$ cat src/sv/cld_pkg.sv
// Shared types, character codes and the header prefix table for the deframer.
package cld_pkg;

    localparam int LEN_WIDTH_DEF = 32;
    localparam int BYTE_W        = 8;
    localparam int PREFIX_LEN    = 15;
    localparam int POS_W         = 4;
    localparam int CNT_W         = 2;

    localparam logic [BYTE_W-1:0] CH_LF    = 8'h0A;
    localparam logic [BYTE_W-1:0] CH_CR    = 8'h0D;
    localparam logic [BYTE_W-1:0] CH_TAB   = 8'h09;
    localparam logic [BYTE_W-1:0] CH_SP    = 8'h20;
    localparam logic [BYTE_W-1:0] CH_0     = 8'h30;
    localparam logic [BYTE_W-1:0] CH_9     = 8'h39;
    localparam logic [BYTE_W-1:0] CH_UP_A  = 8'h41;
    localparam logic [BYTE_W-1:0] CH_UP_Z  = 8'h5A;
    localparam logic [BYTE_W-1:0] CASE_OFS = 8'h20;

    localparam logic [CNT_W-1:0] CNT_MAX = 2'd3;

    localparam logic KIND_BODY = 1'b0;
    localparam logic KIND_SKIP = 1'b1;

    typedef enum logic [3:0] {
        PH_PREFIX = 4'b0001,
        PH_BLANK  = 4'b0010,
        PH_DIGITS = 4'b0100,
        PH_IGNORE = 4'b1000
    } phase_t;

    typedef struct packed {
        logic              kind;
        logic [BYTE_W-1:0] data;
        logic              last;
    } result_t;

    function automatic logic [BYTE_W-1:0] prefix_char(input logic [POS_W-1:0] pos);
        logic [BYTE_W-1:0] c;
        case (pos)
            4'd0:    c = "c";
            4'd1:    c = "o";
            4'd2:    c = "n";
            4'd3:    c = "t";
            4'd4:    c = "e";
            4'd5:    c = "n";
            4'd6:    c = "t";
            4'd7:    c = "-";
            4'd8:    c = "l";
            4'd9:    c = "e";
            4'd10:   c = "n";
            4'd11:   c = "g";
            4'd12:   c = "t";
            4'd13:   c = "h";
            4'd14:   c = ":";
            default: c = 8'h00;
        endcase
        return c;
    endfunction

endpackage

$ cat src/sv/cld_parser.sv
// Header line parser and body counter: per-byte state update and result decode.
module cld_parser #(
    parameter int LEN_WIDTH = cld_pkg::LEN_WIDTH_DEF
) (
    input  logic                        aclk,
    input  logic                        aresetn,
    input  logic                        en,
    input  logic [cld_pkg::BYTE_W-1:0]  in_byte,
    output logic                        res_valid,
    output cld_pkg::result_t            res
);
    import cld_pkg::*;

    localparam int ACC_W = LEN_WIDTH + 4;

    logic                 in_body_reg,  in_body_next;
    phase_t               phase_reg,    phase_next;
    logic [POS_W-1:0]     pos_reg,      pos_next;
    logic [CNT_W-1:0]     cnt_reg,      cnt_next;
    logic                 first_cr_reg, first_cr_next;
    logic [LEN_WIDTH-1:0] value_reg,    value_next;
    logic                 seen_reg,     seen_next;
    logic [LEN_WIDTH-1:0] remain_reg,   remain_next;

    logic [BYTE_W-1:0]    lc;
    logic                 is_digit;
    logic                 is_blank;
    logic [LEN_WIDTH-1:0] acc_base;
    logic [ACC_W-1:0]     acc_ext;
    logic [LEN_WIDTH-1:0] acc_sat;
    logic                 parse_now;
    logic                 line_ends;
    logic                 body_last;

    assign lc       = (in_byte >= CH_UP_A && in_byte <= CH_UP_Z) ? in_byte + CASE_OFS : in_byte;
    assign is_digit = (in_byte >= CH_0) && (in_byte <= CH_9);
    assign is_blank = (in_byte == CH_SP) || (in_byte == CH_TAB);
    assign acc_base = (phase_reg == PH_PREFIX) ? '0 : value_reg;
    assign acc_ext  = (ACC_W'(acc_base) << 3) + (ACC_W'(acc_base) << 1)
                    + ACC_W'(in_byte[3:0]);
    assign acc_sat  = (|acc_ext[ACC_W-1:LEN_WIDTH]) ? '1 : acc_ext[LEN_WIDTH-1:0];
    assign line_ends = (cnt_reg == '0) || ((cnt_reg == CNT_W'(1)) && first_cr_reg);
    assign body_last = (remain_reg <= LEN_WIDTH'(1));

    always_comb begin
        in_body_next  = in_body_reg;
        phase_next    = phase_reg;
        pos_next      = pos_reg;
        cnt_next      = cnt_reg;
        first_cr_next = first_cr_reg;
        value_next    = value_reg;
        seen_next     = seen_reg;
        remain_next   = remain_reg;
        parse_now     = 1'b0;
        res_valid     = 1'b0;
        res           = '0;

        if (in_body_reg) begin
            res_valid = 1'b1;
            res.kind  = KIND_BODY;
            res.data  = in_byte;
            res.last  = body_last;
            if (body_last) begin
                remain_next   = '0;
                in_body_next  = 1'b0;
                phase_next    = PH_PREFIX;
                pos_next      = '0;
                cnt_next      = '0;
                first_cr_next = 1'b0;
                value_next    = '0;
                seen_next     = 1'b0;
            end else begin
                remain_next = remain_reg - LEN_WIDTH'(1);
            end
        end else if (in_byte == CH_LF) begin
            phase_next    = PH_PREFIX;
            pos_next      = '0;
            cnt_next      = '0;
            first_cr_next = 1'b0;
            if (line_ends) begin
                value_next = '0;
                seen_next  = 1'b0;
                if (!seen_reg || value_reg == '0) begin
                    res_valid = 1'b1;
                    res.kind  = KIND_SKIP;
                end else begin
                    remain_next  = value_reg;
                    in_body_next = 1'b1;
                end
            end
        end else begin
            if (cnt_reg == '0 && in_byte == CH_CR) begin
                first_cr_next = 1'b1;
            end
            if (cnt_reg != CNT_MAX) begin
                cnt_next = cnt_reg + CNT_W'(1);
            end
            unique case (phase_reg)
                PH_PREFIX: begin
                    if (pos_reg != POS_W'(PREFIX_LEN)) begin
                        if (lc == prefix_char(pos_reg)) begin
                            pos_next = pos_reg + POS_W'(1);
                        end else begin
                            phase_next = PH_IGNORE;
                        end
                    end else begin
                        seen_next = 1'b1;
                        parse_now = 1'b1;
                    end
                end
                PH_BLANK: begin
                    parse_now = 1'b1;
                end
                PH_DIGITS: begin
                    if (is_digit) begin
                        value_next = acc_sat;
                    end else begin
                        phase_next = PH_IGNORE;
                    end
                end
                PH_IGNORE: begin
                end
                default: begin
                    phase_next = PH_IGNORE;
                end
            endcase
            if (parse_now) begin
                value_next = acc_base;
                if (is_blank) begin
                    phase_next = PH_BLANK;
                end else if (is_digit) begin
                    phase_next = PH_DIGITS;
                    value_next = acc_sat;
                end else begin
                    phase_next = PH_IGNORE;
                end
            end
        end
    end

    always_ff @(posedge aclk) begin
        if (!aresetn) begin
            in_body_reg  <= 1'b0;
            phase_reg    <= PH_PREFIX;
            pos_reg      <= '0;
            cnt_reg      <= '0;
            first_cr_reg <= 1'b0;
            value_reg    <= '0;
            seen_reg     <= 1'b0;
            remain_reg   <= '0;
        end else if (en) begin
            in_body_reg  <= in_body_next;
            phase_reg    <= phase_next;
            pos_reg      <= pos_next;
            cnt_reg      <= cnt_next;
            first_cr_reg <= first_cr_next;
            value_reg    <= value_next;
            seen_reg     <= seen_next;
            remain_reg   <= remain_next;
        end
    end

endmodule

$ cat src/sv/cld_out_reg.sv
// Result register that holds a finished result until the receiver takes it.
module cld_out_reg (
    input  logic             aclk,
    input  logic             aresetn,
    input  logic             in_valid,
    input  cld_pkg::result_t in_res,
    output logic             can_load,
    output logic             out_valid,
    output cld_pkg::result_t out_res,
    input  logic             out_ready
);
    import cld_pkg::*;

    logic    valid_reg;
    result_t res_reg;

    assign can_load  = !valid_reg || out_ready;
    assign out_valid = valid_reg;
    assign out_res   = res_reg;

    always_ff @(posedge aclk) begin
        if (!aresetn) begin
            valid_reg <= 1'b0;
        end else if (can_load) begin
            valid_reg <= in_valid;
        end
    end

    always_ff @(posedge aclk) begin
        if (can_load && in_valid) begin
            res_reg <= in_res;
        end
    end

endmodule

$ cat src/sv/content_length_deframer.sv
// Top level of the content-length deframer: stream ports, parser and result register.
//
// Usage: bytes of a header-framed stream enter on the s_ channel, one per request.
// Header lines are parsed for a case-insensitive "Content-Length:" value; an empty
// or lone-CR line ends the header. With a nonzero length, that many following bytes
// leave on the m_ channel as body bytes (m_tuser = 0), the final one with m_tlast
// set. A header without a usable length yields one skip event (m_tuser = 1,
// m_tdata = 0, m_tlast = 0). Header bytes produce no result.
// Each result is registered and appears on m_ in the cycle after its byte is accepted.
// Throughput: one byte per cycle; s_tready is high whenever the result register
// is empty or is being emptied in the same cycle.
// Reset: aresetn low for one clock edge returns to the header phase with no
// length pending and drops any held result.
// Stall: while m_tready is low and a result is held, s_tready is low and the held
// result stays on m_ unchanged.
module content_length_deframer #(
    parameter int LEN_WIDTH = cld_pkg::LEN_WIDTH_DEF
) (
    input  logic                       aclk,
    input  logic                       aresetn,
    input  logic                       s_tvalid,
    output logic                       s_tready,
    input  logic [cld_pkg::BYTE_W-1:0] s_tdata,   // [7:0] in_byte
    output logic                       m_tvalid,
    input  logic                       m_tready,
    output logic [cld_pkg::BYTE_W-1:0] m_tdata,   // [7:0] out_byte
    output logic [0:0]                 m_tuser,   // [0] out_kind
    output logic                       m_tlast
);
    import cld_pkg::*;

    logic    accept;
    logic    res_valid;
    result_t res;
    result_t out_res;

    assign accept = s_tvalid && s_tready;

    cld_parser #(
        .LEN_WIDTH (LEN_WIDTH)
    ) u_parser (
        .aclk      (aclk),
        .aresetn   (aresetn),
        .en        (accept),
        .in_byte   (s_tdata),
        .res_valid (res_valid),
        .res       (res)
    );

    cld_out_reg u_out (
        .aclk      (aclk),
        .aresetn   (aresetn),
        .in_valid  (accept && res_valid),
        .in_res    (res),
        .can_load  (s_tready),
        .out_valid (m_tvalid),
        .out_res   (out_res),
        .out_ready (m_tready)
    );

    assign m_tdata    = out_res.data;
    assign m_tuser[0] = out_res.kind;
    assign m_tlast    = out_res.last;

endmodule

$ cat config.mk
export PLATFORM = sky130hd
export DESIGN_NAME = content_length_deframer
export DESIGN_NICKNAME = d
export VERILOG_FILES = /design/src/sv/cld_pkg.sv /design/src/sv/cld_parser.sv /design/src/sv/cld_out_reg.sv /design/src/sv/content_length_deframer.sv
export SDC_FILE = /design/constraint.sdc
export NUM_CORES = 1
export LEC_CHECK = 0
export ABC_CLOCK_PERIOD_IN_PS = 5900
export BUFFER_PORTS_ARGS = -buffer_cell sky130_fd_sc_hd__buf_2
export CORE_ASPECT_RATIO = 1.2
export CORE_UTILIZATION = 50
export DETAILED_ROUTE_END_ITERATION = 8
export GPL_ROUTABILITY_DRIVEN = 0
export PLACE_DENSITY = 0.66
export SLEW_MARGIN = 20
export SYNTH_ARGS = -nofsm -noshare
export SYNTH_HDL_FRONTEND = slang
export SYNTH_SLANG_ARGS = --single-unit
$ cat constraint.sdc
create_clock -name aclk -period 5.9 [get_ports aclk]
set_input_delay 0 -clock aclk [delete_from_list [all_inputs] [get_ports aclk]]
set_output_delay 0 -clock aclk [all_outputs]
set_load 0.05 [all_outputs]
# ---- Word-level counts from Yosys, hierarchy flattened
# Memory sizes are Yosys's and may differ from the RTL's. A register that Yosys moved wholly into a read port is not among the register bits.
# Index checks and enable logic that the tools add are counted.
dict set report op_classes {
  addsub 6
  n_lt_le_gt_ge 5
  n_eq_ne 20
  muxes 65
  n_reduce_logical 33
}
# cell n
set op_table {}
lappend op_table {{2-to-1 mux 32 bit} 16}
lappend op_table {{2-to-1 mux 4 bit} 17}
lappend op_table {{2-to-1 mux 8 bit} 5}
lappend op_table {{adder 35 x 33 -> 36 bit} 1}
lappend op_table {{adder 36 x 4 -> 36 bit} 1}
lappend op_table {{less-or-equal comparator 32 x 1 -> 1 bit, second input constant} 1}
lappend op_table {{zero test 32 bit} 1}
lappend op_table {{subtractor 32 x 1 -> 32 bit, second input constant} 1}
lappend op_table {{== test 8 x 4 -> 1 bit, second input constant} 3}
lappend op_table {{2-to-1 mux 1 bit} 21}
lappend op_table {{!= test 5 x 4 -> 1 bit, second input constant} 3}
lappend op_table {{AND reduction 5 bit} 3}
lappend op_table {{nonzero test 3 bit} 5}
lappend op_table {{case mux 4 bit (3 select lines)} 1}
lappend op_table {{adder 8 x 6 -> 8 bit, second input constant} 1}
lappend op_table {{== test 8 x 6 -> 1 bit, second input constant} 1}
lappend op_table {{== test 8 bit} 1}
lappend op_table {{greater-or-equal comparator 8 x 6 -> 1 bit, second input constant} 1}
lappend op_table {{greater-or-equal comparator 8 x 7 -> 1 bit, second input constant} 1}
lappend op_table {{less-or-equal comparator 8 x 6 -> 1 bit, second input constant} 1}
lappend op_table {{less-or-equal comparator 8 x 7 -> 1 bit, second input constant} 1}
lappend op_table {{2-to-1 mux 2 bit} 4}
lappend op_table {{nonzero test 4 bit} 2}
lappend op_table {{logical AND 1 bit} 7}
lappend op_table {{22 further kinds} 30}
dict set report word_totals {
  ff_bits 88
  mem_bits_ro 112
  input_bits 12
  elab_cells 142
  memories 1
}
# name words width rd rd_ports_with_merged_regs wr line
set memory_table {}
lappend memory_table {{(name not given)} 16 7 1 1 0 cld_pkg.sv:40} ;# case (pos)

# ---- Depth between registers and ports, before layout
# Gate-level depths: netlist of run 1.
dict set report logic_depth {
  word_depth 13
  depth_mapped 18
  ltp_nobuf 16
}

# ---- Hierarchy
# A second synthesis of run 1 with hierarchy kept.
dict set report unflattened {
  hier_cells 1062
  hier_area_um2 7907.6
}
# module instances cells_each area_per_inst_um2 seq_area_each_um2
set by_module_without_submodules {}
lappend by_module_without_submodules {cld_parser 1 1045 7537.2 1681.6}
lappend by_module_without_submodules {cld_out_reg 1 15 357.8 320.3}
lappend by_module_without_submodules {content_length_deframer 1 2 12.5 0.0}

# ---- Worst setup path before layout of run 1
# No wires, ideal clock.
dict set report synth_timing {
  path_kind {reg-to-reg}
  start {register u_parser.phase_reg[0]}
  end {register u_parser.value_reg[2]}
  setup_time_ns 0.118
  t_arrival_ns 3.997
  required_ns 5.782
  setup_slack_ns 1.785
  path_stages_with_launch 19
  n_path_buf 2
  path_cell_list {dfxtp_1 nor2b_1 nand2_1 clkbuf_1 and2_1 ha_1 ha_1 inv_1 fa_1 nor2b_1 o2111ai_1 a2111oi_0 o211ai_1 a211o_1 o211ai_1 o211ai_1 clkbuf_1 o221ai_1 nand2_1}
}
dict set report synth_between {
  elab_chain_cells 11
  word_cells_on_any_way 21
}
# element line
set synth_rtl {}
lappend synth_rtl {{start, declared} cld_parser.sv:17} ;# phase_t phase_reg, phase_next;
lappend synth_rtl {{start signal, assigned} cld_parser.sv:153} ;# phase_reg <= phase_next;
lappend synth_rtl {{== test 4 x 1 -> 1 bit} {cld_parser.sv:38, cld_parser.sv:98}}
lappend synth_rtl {{2-to-1 mux 32 bit} cld_parser.sv:38} ;# assign acc_base = (phase_reg == PH_PREFIX) ? '0 : value_reg;
lappend synth_rtl {{adder 35 x 33 -> 36 bit} cld_parser.sv:39} ;# assign acc_ext = (ACC_W'(acc_base) << 3) + (ACC_W'(acc_base) << 1)
lappend synth_rtl {{adder 36 x 4 -> 36 bit} cld_parser.sv:40} ;# + ACC_W'(in_byte[3:0]);
lappend synth_rtl {{OR reduction 4 bit} cld_parser.sv:41} ;# assign acc_sat = (|acc_ext[ACC_W-1:LEN_WIDTH]) ? '1 : acc_ext[LEN_WIDTH-1:0];
lappend synth_rtl {{2-to-1 mux 32 bit} cld_parser.sv:41}
lappend synth_rtl {{2-to-1 mux 32 bit (on tied branches)} {cld_parser.sv:115, cld_parser.sv:131}}
lappend synth_rtl {{2-to-1 mux 32 bit (on tied branches)} {cld_parser.sv:98, cld_parser.sv:129}}
lappend synth_rtl {{2-to-1 mux 32 bit} cld_parser.sv:127} ;# if (parse_now) begin
lappend synth_rtl {{2-to-1 mux 32 bit} cld_parser.sv:75} ;# end else if (in_byte == CH_LF) begin
lappend synth_rtl {{2-to-1 mux 32 bit} cld_parser.sv:58} ;# if (in_body_reg) begin
lappend synth_rtl {{end signal, assigned} cld_parser.sv:157} ;# value_reg <= value_next;
lappend synth_rtl {{end, declared} cld_parser.sv:21} ;# logic [LEN_WIDTH-1:0] value_reg, value_next;
# Parallel ways exist; a longest one is shown, timed or not. The select of a mux whose other input is x is not followed.
# A chain may end at the register's enable or synchronous reset.

# ---- Worst setup path after layout of run 1
dict set report layout_timing {
  start {register u_parser.phase_reg[0]}
  end {register u_parser.value_reg[5]}
}
# The elaborated chain is that of the path after synthesis.

==> results.toml, run 1 <==
[yosys]
synth_nets = 1080
synth.most_common_cell = "nor2_1"
synthCells = 990
synth_edf_count = 10
synth_top_cell_by_area = "dfxtp_1"
async_reset_ff_share_pct = 0
synth.top_cells.by_count = "nor2_1, o21ai_0, nand2_1"
synth.top_cell.area_share_pct = 22.6
synth_cell_types = 74
synth_area_leaders = "dfxtp_1, ha_1, o21ai_0"
syn_area_sq_um = 7530
ys_warn_count = 0
synthFlopType = "dfxtp_1"
synth_seq_area_share_pct = 26.6
syn_avg_cell_area_sq_um = 7.61
ys_ff_latch = 95

[timing]
grt_setup_unrepaired = "no"
final-setup-viol-count = 0
slew_viol_final = 0
tns_ps = 0
finClkSkew_ps = 6.57
hold_viol_final = 0
period_share_pct = 80.3
min_period_ps = 4740
max_slew_margin_pct = 36.1
hold_ws_ps = 16.4
fmax_mhz = 211
tightestPinTransition_ps = 958

[status]
status = "finished clean"

[drt]
drtIter0Drc = 560
num_vias = 7093
viasPerCell = 5.99
wl_per_cell_microns = 16.6
routed_wl_mm = 19.6
drc_errors = 0
drtAntennaViolNets = 0
firstDrtPassIters = 5

[worst_setup_path]
crit_family = "compound AO/OA/AOI/OAI gates"
slowest_stage = "fa_1"
critPathKind = "register to register"
timing.rr.start = "u_parser.phase_reg[0]"
r2r_slack_ps = 1160
crit_chain = "nor2b_1, nand2_1, and2_0, xor2_1, ha_1, inv_1, fa_1, nor2b_1, o2111ai_1, a2111oi_0, buf_4, o211ai_1, a211o_1, o211ai_1, o21ai_1, a21oi_1, o21ai_0"
cp_num_buf_inv = 2
critPathRequiredTime_ps = 6120
max_stage_delay_ps = 450
crit_fanout = 17
ff2ff_path_depth = 17
cp-start-kind = "register"
worstSetupPathDepth = 17
r2r-end = "u_parser.value_reg[5]"
cp.arrival_ps = 4960
crit_path_end_kind = "register"

[placement]
portBuffers = 23
placed_area_sq_um = 7770
dpl.hpwl_mm = 14.7

[layout]
n_antenna_cell = 0
fin_nets = 1072
syn_to_final_growth_pct = 6.96
drive_gt1_share_pct = 6.40
stdcell_area_sq_um = 8060
fillers = 1443

[global_route]
grt_pass1_vias = 6376
grt-busiest-layer = "met2"
grt_max_degree = 59
grtUsageMet2_pct = 40.6
grt_pass1_wl_mm = 31.9
grt.overflow.total = 0
met3_usage_pct = 2.50
grt_usage_pct = 25.9
antenna_found_initial = 0
gr-usage-met1_pct = 37.1

[hold_path]
hold_class = "input pin to register"
whs_path_depth = 3
hp-start = "aresetn"
worstHoldEndpoint = "u_parser.remain_reg[29]"

[die]
die_w_microns = 114
boundaryPins = 24
die_y_microns = 136
start_util_pct = 51.8
die_area_sq_um = 15600
rows = 48
core_area_sq_um = 14500

[clock_network]
h-tree-depth = 3
root_buffer = "clkbuf_16"
clockBufferDepth = 2
clk_pin_slew_ps = 70
cts_tree = "yes"
post_cts_resized = 0
insertion_delay_ps = 350
numClockSinks = 95
cts_buffers = 9
cts_setup_buffers = 0

[run]
cap_violations = 0

[power_and_ir_drop]
power.leakage_uw = 0.00346
p_per_area_nw_per_um2 = 159
ir_drop_mv = 0.136
==> cell usage in the layout (no fill, tap or decap), types with 6 or more instances in the layout <==
| cell | count |
|---|---|
| nor2_1 | 106 |
| or4_1 | 8 |
| ha_1 | 77 |
| nor4_1 | 20 |
| nand4_1 | 9 |
| nand2_1 | 94 |
| buf_4 | 10 |
| a211oi_1 | 8 |
| xor2_1 | 20 |
| a21o_1 | 13 |
| clkbuf_16 | 9 |
| xnor2_1 | 19 |
| nand2b_1 | 9 |
| inv_1 | 43 |
| o2111ai_1 | 7 |
| o221ai_1 | 6 |
| a31oi_1 | 7 |
| o21ai_0 | 101 |
| and3_1 | 8 |
| a21oi_1 | 63 |
| dfxtp_1 | 85 |
| o32ai_1 | 10 |
| or3_1 | 11 |
| nor2b_1 | 15 |
| nand3_1 | 21 |
| a22oi_1 | 19 |
| buf_2 | 23 |
| edfxtp_1 | 10 |
| nor3_1 | 26 |
| o21a_1 | 7 |
| and2_1 | 28 |
==> worst max-delay path by stage <==
stage                     startpoint                endpoint
6_report       u_parser.phase_reg[0]   u_parser.value_reg[5]
5_1_grt        u_parser.phase_reg[0]  u_parser.value_reg[23]
4_1_cts        u_parser.phase_reg[0]   u_parser.value_reg[5]
3_5_place_dp   u_parser.phase_reg[0]   u_parser.value_reg[5]
3_3_place_gp   u_parser.phase_reg[0]   u_parser.value_reg[5]
2_1_floorplan  u_parser.phase_reg[0]   u_parser.value_reg[2]
==> routing by layer <==
layer	up-vias	share of wire [%]
met5	-	0
met4	0	1.5
met3	21	3.7
met2	129	45
met1	3357	50
li1	3586	-
==> per-stage QoR <==
step                      util [%]  instances  worst slack (ps)  total power (uW)
final                         55.4       1185              1160              1280
after detailed placement      53.5       1170              1270               732
after floorplan                  -        990              1790               713
after CTS                     55.4       1185              1230              1290
after global routing          55.4       1185               779              1320
after global placement        53.5       1170              1360               731
==> where the power goes <==
part	internal [uW]	switching [uW]	total (uW)
combinational	18.6	43.7	62.3
sequential	653	3.09	656
clock	324	236	560
total	996	283	1280
==> cell type report <==
| type | instances | area (sq um) | share of cell area, % |
|---|---|---|---|
| Timing Repair Buffer | 34 | 200 | 2.49 |
| Sequential cell | 95 | 2000 | 24.9 |
| Multi-Input combinational cell | 798 | 5170 | 64.1 |
| Clock inverter | 2 | 35.0 | 0.435 |
| Tap cell | 200 | 250 | 3.11 |
| Clock buffer | 12 | 236 | 2.94 |
| Inverter | 44 | 165 | 2.05 |
==> worst register-to-register path: cells and delay by family (launching register included) <==
family,cells,cell delay (ps)
flip-flops,1,380
AND/OR/NAND/NOR,4,1100
buffers and inverters,2,280
adder cells (fa/ha/maj),2,750
AO/OA/AOI/OAI,8,1940
XOR/XNOR,1,180
==> what timing repair did <==
action	4_1_cts	5_1_grt
endpoints found under the hold margin	1	0
endpoints found under the setup margin	0	0
hold buffers	1	0
==> logic make-up after synthesis <==
logic type,share of synthesized area [%]
XOR/XNOR,4.54
AO/OA/AOI/OAI,24.6
flip-flops,26.6
adder cells (fa/ha/maj),13.1
AND/OR/NAND/NOR,25.2
buffers and inverters,4.97
multiplexers,1.11
(Power assumes the default switching activity.)
==> run 2: changes to the inputs <==
- ABC_AREA: not set -> 1
- ABC_CLOCK_PERIOD_IN_PS: 5900 -> 3850
- PLACE_DENSITY: 0.66 -> 0.69
- clock period: 5.9 -> 3.85 ns (I/O delays scaled with it)
==> run 2 against run 1 <==
Area after synthesis increased by 14%. First-iteration DRC count increased by 12%. Sequential share of layout area decreased by 3.3 points. Worst setup slack got worse by 940 ps. Hold slack improved by 14 ps. Via count increased by 19%. Power increased by 79%. Sequential power increased by 57%. Clock power increased by 65%. Wire length increased by 16%. Largest power group unchanged.
==> results.toml, run 2 <==
[yosys]
synth_edf_count = 10
synth.top_cells.by_count = "nand2_1, nor2_1, inv_1"
synth_area_leaders = "dfxtp_1, nand2_1, ha_1"
syn_area_sq_um = 8610
synth_nets = 1434
synth.most_common_cell = "nand2_1"
synthCells = 1344
synthFlopType = "dfxtp_1"
ys_warn_count = 0
synth_top_cell_by_area = "dfxtp_1"
syn_avg_cell_area_sq_um = 6.41
async_reset_ff_share_pct = 0
ys_ff_latch = 95
synth_cell_types = 58
synth.top_cell.area_share_pct = 19.8
synth_seq_area_share_pct = 23.2

[global_route]
grt_max_degree = 40
antenna_found_initial = 0
grt_usage_pct = 26.2
grt_pass1_wl_mm = 37.6
grt.overflow.total = 0
grt_pass1_vias = 7884

[layout]
seq_area_sq_um = 2000
final_common_cell = "nand2_1"
n_antenna_cell = 0
finalNonFillerCells = 1577
fin_nets = 1446
drive_gt1_share_pct = 11.5
fillers = 1712
syn_to_final_growth_pct = 7.85
multi_input_area_sq_um = 5750
final_cell_mix = "nand2_1, nor2_1, inv_1"

[drt]
drtAntennaViolNets = 0
viasPerCell = 5.35
wl_per_cell_microns = 14.4
drtIter0Drc = 628
firstDrtPassIters = 6
routed_wl_mm = 22.8
drc_errors = 0
num_vias = 8434

[placement]
dpl.hpwl_mm = 17.8
placedCellCount = 1560
portBuffers = 23

[power_and_ir_drop]
switching_share_pct = 28.2
power.leakage_uw = 0.00494
comb_power_share_pct = 14.9
p_seq_share_pct = 44.8
p_clk_share_pct = 40.3
switchingPower_uw = 647
p_int_uw = 1650
ir_drop_mv = 0.218
p_per_area_nw_per_um2 = 247

[worst_setup_path]
critPathKind = "register to register"
critPathRequiredTime_ps = 4040
crit_fanout = 30
cp-start-kind = "register"
crit_path_end_kind = "register"
r2r-end = "u_parser.value_reg[3]"
crit_path_start = "u_parser.phase_reg[1]"
crit_path_end = "u_parser.value_reg[3]"
r2r_slack_ps = 220
timing.rr.start = "u_parser.phase_reg[1]"
ff2ff_path_depth = 20
cp.arrival_ps = 3820

[die]
boundaryPins = 24
core_area_sq_um = 16900
die_area_sq_um = 17800
die_w_microns = 122
rows = 52
die_y_microns = 146
start_util_pct = 51.1

[timing]
grt_setup_unrepaired = "no"
tns_ps = 0
slew_viol_final = 0
finClkSkew_ps = 11.7
hold_viol_final = 0
max_slew_margin_pct = 29.9
min_period_ps = 3630
period_share_pct = 94.2
fmax_mhz = 276
final-setup-viol-count = 0
tightestPinTransition_ps = 1050

[clock_network]
cts_buffers = 9
cts_tree = "yes"
root_buffer = "clkbuf_16"
clockBufferDepth = 2
cts_setup_buffers = 0
numClockSinks = 95
clk_pin_slew_ps = 70
insertion_delay_ps = 350
h-tree-depth = 3

[hold_path]
hold_class = "input pin to register"

[run]
cap_violations = 0

[status]
status = "finished clean"
run 2: metrics by stage:
stage	setup WS [ps]	hold WS (ps)	total power (uW)	cell area (sq um)	util, %
after global placement	256	330	1380	8940	53.1
after detailed placement	117	325	1380	8940	53.1
after floorplan	445	173	1300	8610	-
after CTS	96.2	26.6	2300	9260	54.9
after global routing	1.83	34.9	2380	9290	55.1
final	223	30.3	2290	9290	55.1
run 2: area by class of cell:
| cell class | count | share of cell area (%) |
|---|---|---|
| clock buffers | 10 | 2.57 |
| clock inverters | 6 | 0.727 |
| inverters | 188 | 7.62 |
| multi-input cells | 1024 | 61.9 |
| flip-flops and latches | 95 | 21.6 |
| well taps | 216 | 2.91 |
| repair buffers | 38 | 2.69 |
run 2: power groups by stage:
stage	sequential [uW]	clock, uW	combinational, uW
after floorplan	1060	0	242
after global placement	1050	0	332
after detailed placement	1050	0	334
after CTS	1030	933	336
after global routing	1030	967	383
final	1030	924	342
run 2: timing repair:
| action | 4_1_cts | 5_1_grt |
|---|---|---|
| hold buffers | 1 | 0 |
| endpoints found under the setup margin | 0 | 29 |
| hold endpoints to repair | 1 | 0 |
| resized for setup | 0 | 13 |
run 2: worst min path at each step:
stage / startpoint / end / slack, ps / cells past startpoint
after floorplan: s_tdata[0] / u_out.out_res[1] / 170 / 2
after global placement: m_tready / u_out.out_valid / 330 / 4
after detailed placement: m_tready / u_out.out_valid / 330 / 4
after CTS: s_tdata[7] / u_out.out_res[8] / 30 / 3
after global routing: s_tdata[7] / u_out.out_res[8] / 30 / 3
final: s_tdata[7] / u_out.out_res[8] / 30 / 3
run 2: critical path, stage by stage, from the launching register on:
cell and delay, ps:
dfxtp_1 390, nor2_2 70, nand2_1 100, clkinv_1 170, buf_4 250, nor2_1 240, ha_1 280, ha_1 390
a21oi_1 240, nand2_1 90, nand2_1 60, nand3_1 100, a21oi_1 180, nand2_1 70, nand2_1 60, nand2_1 60
nor2_2 120, nand3_1 140, buf_12 200, o21ai_0 160, a21oi_1 80
run 2: cell families (layout without fill, tap and decap cells):
family                   Yosys count  count (layout)  synth area share [%]
buffers and inverters            225             242                  10.2
flip-flops                        95              95                  23.2
XOR/XNOR                          48              48                  4.88
adder cells (fa/ha/maj)           78              78                  11.4
AO/OA/AOI/OAI                    237             237                  15.2
AND/OR/NAND/NOR                  661             661                  35.0
run 2: layer usage:
metal  vias to the layer above  routed length (microns)  track usage [%]
met5                         -                        0                0
met3                        39                     1020             3.29
met2                       199                    10600             43.4
li1                       4387                        -                -
met1                      3809                    10600             34.7
met4                         0                      557             8.70
==> run 3: changes to the inputs <==
- CTS_BUF_LIST: not set -> sky130_fd_sc_hd__clkbuf_4
==> run 3 against run 2 <==
Sequential share of layout area up 0.14 points. Register-to-register slack about the same. Highest routed layer unchanged. Clock power down 40%. Wire length up 0.31%. Largest power group unchanged. Combinational power up 2%. Sequential cell count unchanged. Clock skew up 22 ps. Clock-buffer cell count down 1.
==> results.toml, run 3 (synthesis results as in run 2) <==
[status]
status = "finished clean"

[hold_path]
worstHoldEndpoint = "u_out.out_valid"
hold_class = "input pin to register"
whs_path_depth = 5
hp-start = "m_tready"

[timing]
final-setup-viol-count = 0
period_share_pct = 94.4
slew_viol_final = 0
tightestPinTransition_ps = 1050
finClkSkew_ps = 33.8
hold_ws_ps = 370
max_slew_margin_pct = 29.9
hold_viol_final = 0
fmax_mhz = 275
setup_ws_ps = 217
min_period_ps = 3630

[power_and_ir_drop]
fin_total_pwr_uw = 1940
p_clk_share_pct = 28.9
ir_drop_mv = 0.129
p_int_uw = 1330
switchingPower_uw = 608
p_seq_share_pct = 53.0
power.leakage_uw = 0.00491
p_per_area_nw_per_um2 = 210
switching_share_pct = 31.4
comb_power_share_pct = 18.1

[layout]
drive_gt1_share_pct = 11.5
final_common_cell = "nand2_1"
syn_to_final_growth_pct = 7.15
fillers = 1726
final_cell_mix = "nand2_1, nor2_1, inv_1"
seq_area_sq_um = 2000
utilization_pct = 54.8
stdcell_area_sq_um = 9230
fin_nets = 1456
multi_input_area_sq_um = 5760

[worst_setup_path]
crit_path_end_kind = "register"
crit_fanout = 30
ff2ff_path_depth = 20
cp.arrival_ps = 3970
r2r_slack_ps = 220
cp-start-kind = "register"
timing.rr.start = "u_parser.phase_reg[1]"
critPathKind = "register to register"
r2r-end = "u_parser.value_reg[3]"
critPathRequiredTime_ps = 4190

[clock_network]
cts_buffers = 9
cts_tree = "yes"
numClockSinks = 95
h-tree-depth = 3
root_buffer = "clkbuf_4"
insertion_delay_ps = 480
clk_pin_slew_ps = 160
clockBufferDepth = 2

[die]
die_area_sq_um = 17800
boundaryPins = 24
rows = 52
start_util_pct = 51.1
core_area_sq_um = 16900
die_w_microns = 122
die_y_microns = 146

[drt]
wl_per_cell_microns = 14.4
num_vias = 8446
viasPerCell = 5.32
drc_errors = 0
drtIter0Drc = 635
firstDrtPassIters = 5
routed_wl_mm = 22.8
drtAntennaViolNets = 0

[global_route]
grt_pass1_vias = 7917
grt.overflow.total = 0
grt_pass1_wl_mm = 37.7
grt_usage_pct = 26.2
grt_max_degree = 40
antenna_found_initial = 1

[placement]
pre_cts_slack_ps = 117
placed_area_sq_um = 8940
portBuffers = 23
dpl.hpwl_mm = 17.8

[run]
cap_violations = 0
-- run 3: cell count changes in the layout (fill, tap and decap cells not counted), sizes merged --
cell and delta:
clkinv +1, clkbuf -1, dlygate4sd3 +10, diode +1
-- run 3: layout make-up --
cell class / instances / area share, %
Antenna cell: 1 / 0.0271
Clock buffer: 9 / 0.732
Clock inverter: 7 / 0.773
Inverter: 188 / 7.67
Multi-Input combinational cell: 1024 / 62.4
Sequential cell: 95 / 21.7
Tap cell: 216 / 2.93
Timing Repair Buffer: 48 / 3.80
-- run 3: timing repair --
action / CTS / global route
gates resized for setup: 0 / 15
buffers inserted: 0 / 0
endpoints found under the setup margin: 0 / 29
hold endpoints to repair: 27 / 0
hold buffers: 11 / 0
-- run 3: per-layer routing --
metal	track usage (%)	wire [microns]	vias to the layer above
li1	-	-	4408
met1	34.6	10700	3807
met2	43.4	10500	193
met3	3.41	1070	38
met4	9.07	545	0
met5	0	0	-
-- run 3: how the worst max path moves through the flow --
stage	startpoint	to	slack, ps	cells after the start
after floorplan	u_parser.phase_reg[2]	u_parser.value_reg[0]	450	22
after global placement	u_parser.phase_reg[0]	u_parser.value_reg[5]	260	23
after detailed placement	u_parser.phase_reg[0]	u_parser.value_reg[7]	120	23
after CTS	u_parser.phase_reg[0]	u_parser.value_reg[7]	110	23
after global routing	u_parser.phase_reg[2]	u_parser.value_reg[29]	-2	21
final	u_parser.phase_reg[1]	u_parser.value_reg[3]	220	20
-- run 3: worst max-delay path, cell delays in order, from the launching register on --
cell      delay [ps]
dfxtp_1          410
nor2_2            70
nand2_1           90
clkinv_1         170
buf_4            250
nor2_1           240
ha_1             280
ha_1             390
a21oi_1          240
nand2_1           90
nand2_1           60
nand3_1          100
a21oi_1          180
nand2_1           70
nand2_1           60
nand2_1           60
nor2_2           130
nand3_1          140
buf_12           190
o21ai_0          160
a21oi_1           80
-- run 3: through the flow --
step           std cells  TNS [ps]
2_1_floorplan       1344         0
3_3_place_gp        1560         0
3_5_place_dp        1560         0
4_1_cts             1587         0
5_1_grt             1588     -1.53
6_report            1588         0
-- run 3: power by group through the flow --
stage / clock (uW) / combinational [uW] / sequential [uW]
floorplan: 0 / 242 / 1060
global placement: 0 / 332 / 1050
detailed placement: 0 / 334 / 1050
CTS: 567 / 344 / 1030
global route: 597 / 391 / 1030
finish: 559 / 350 / 1030
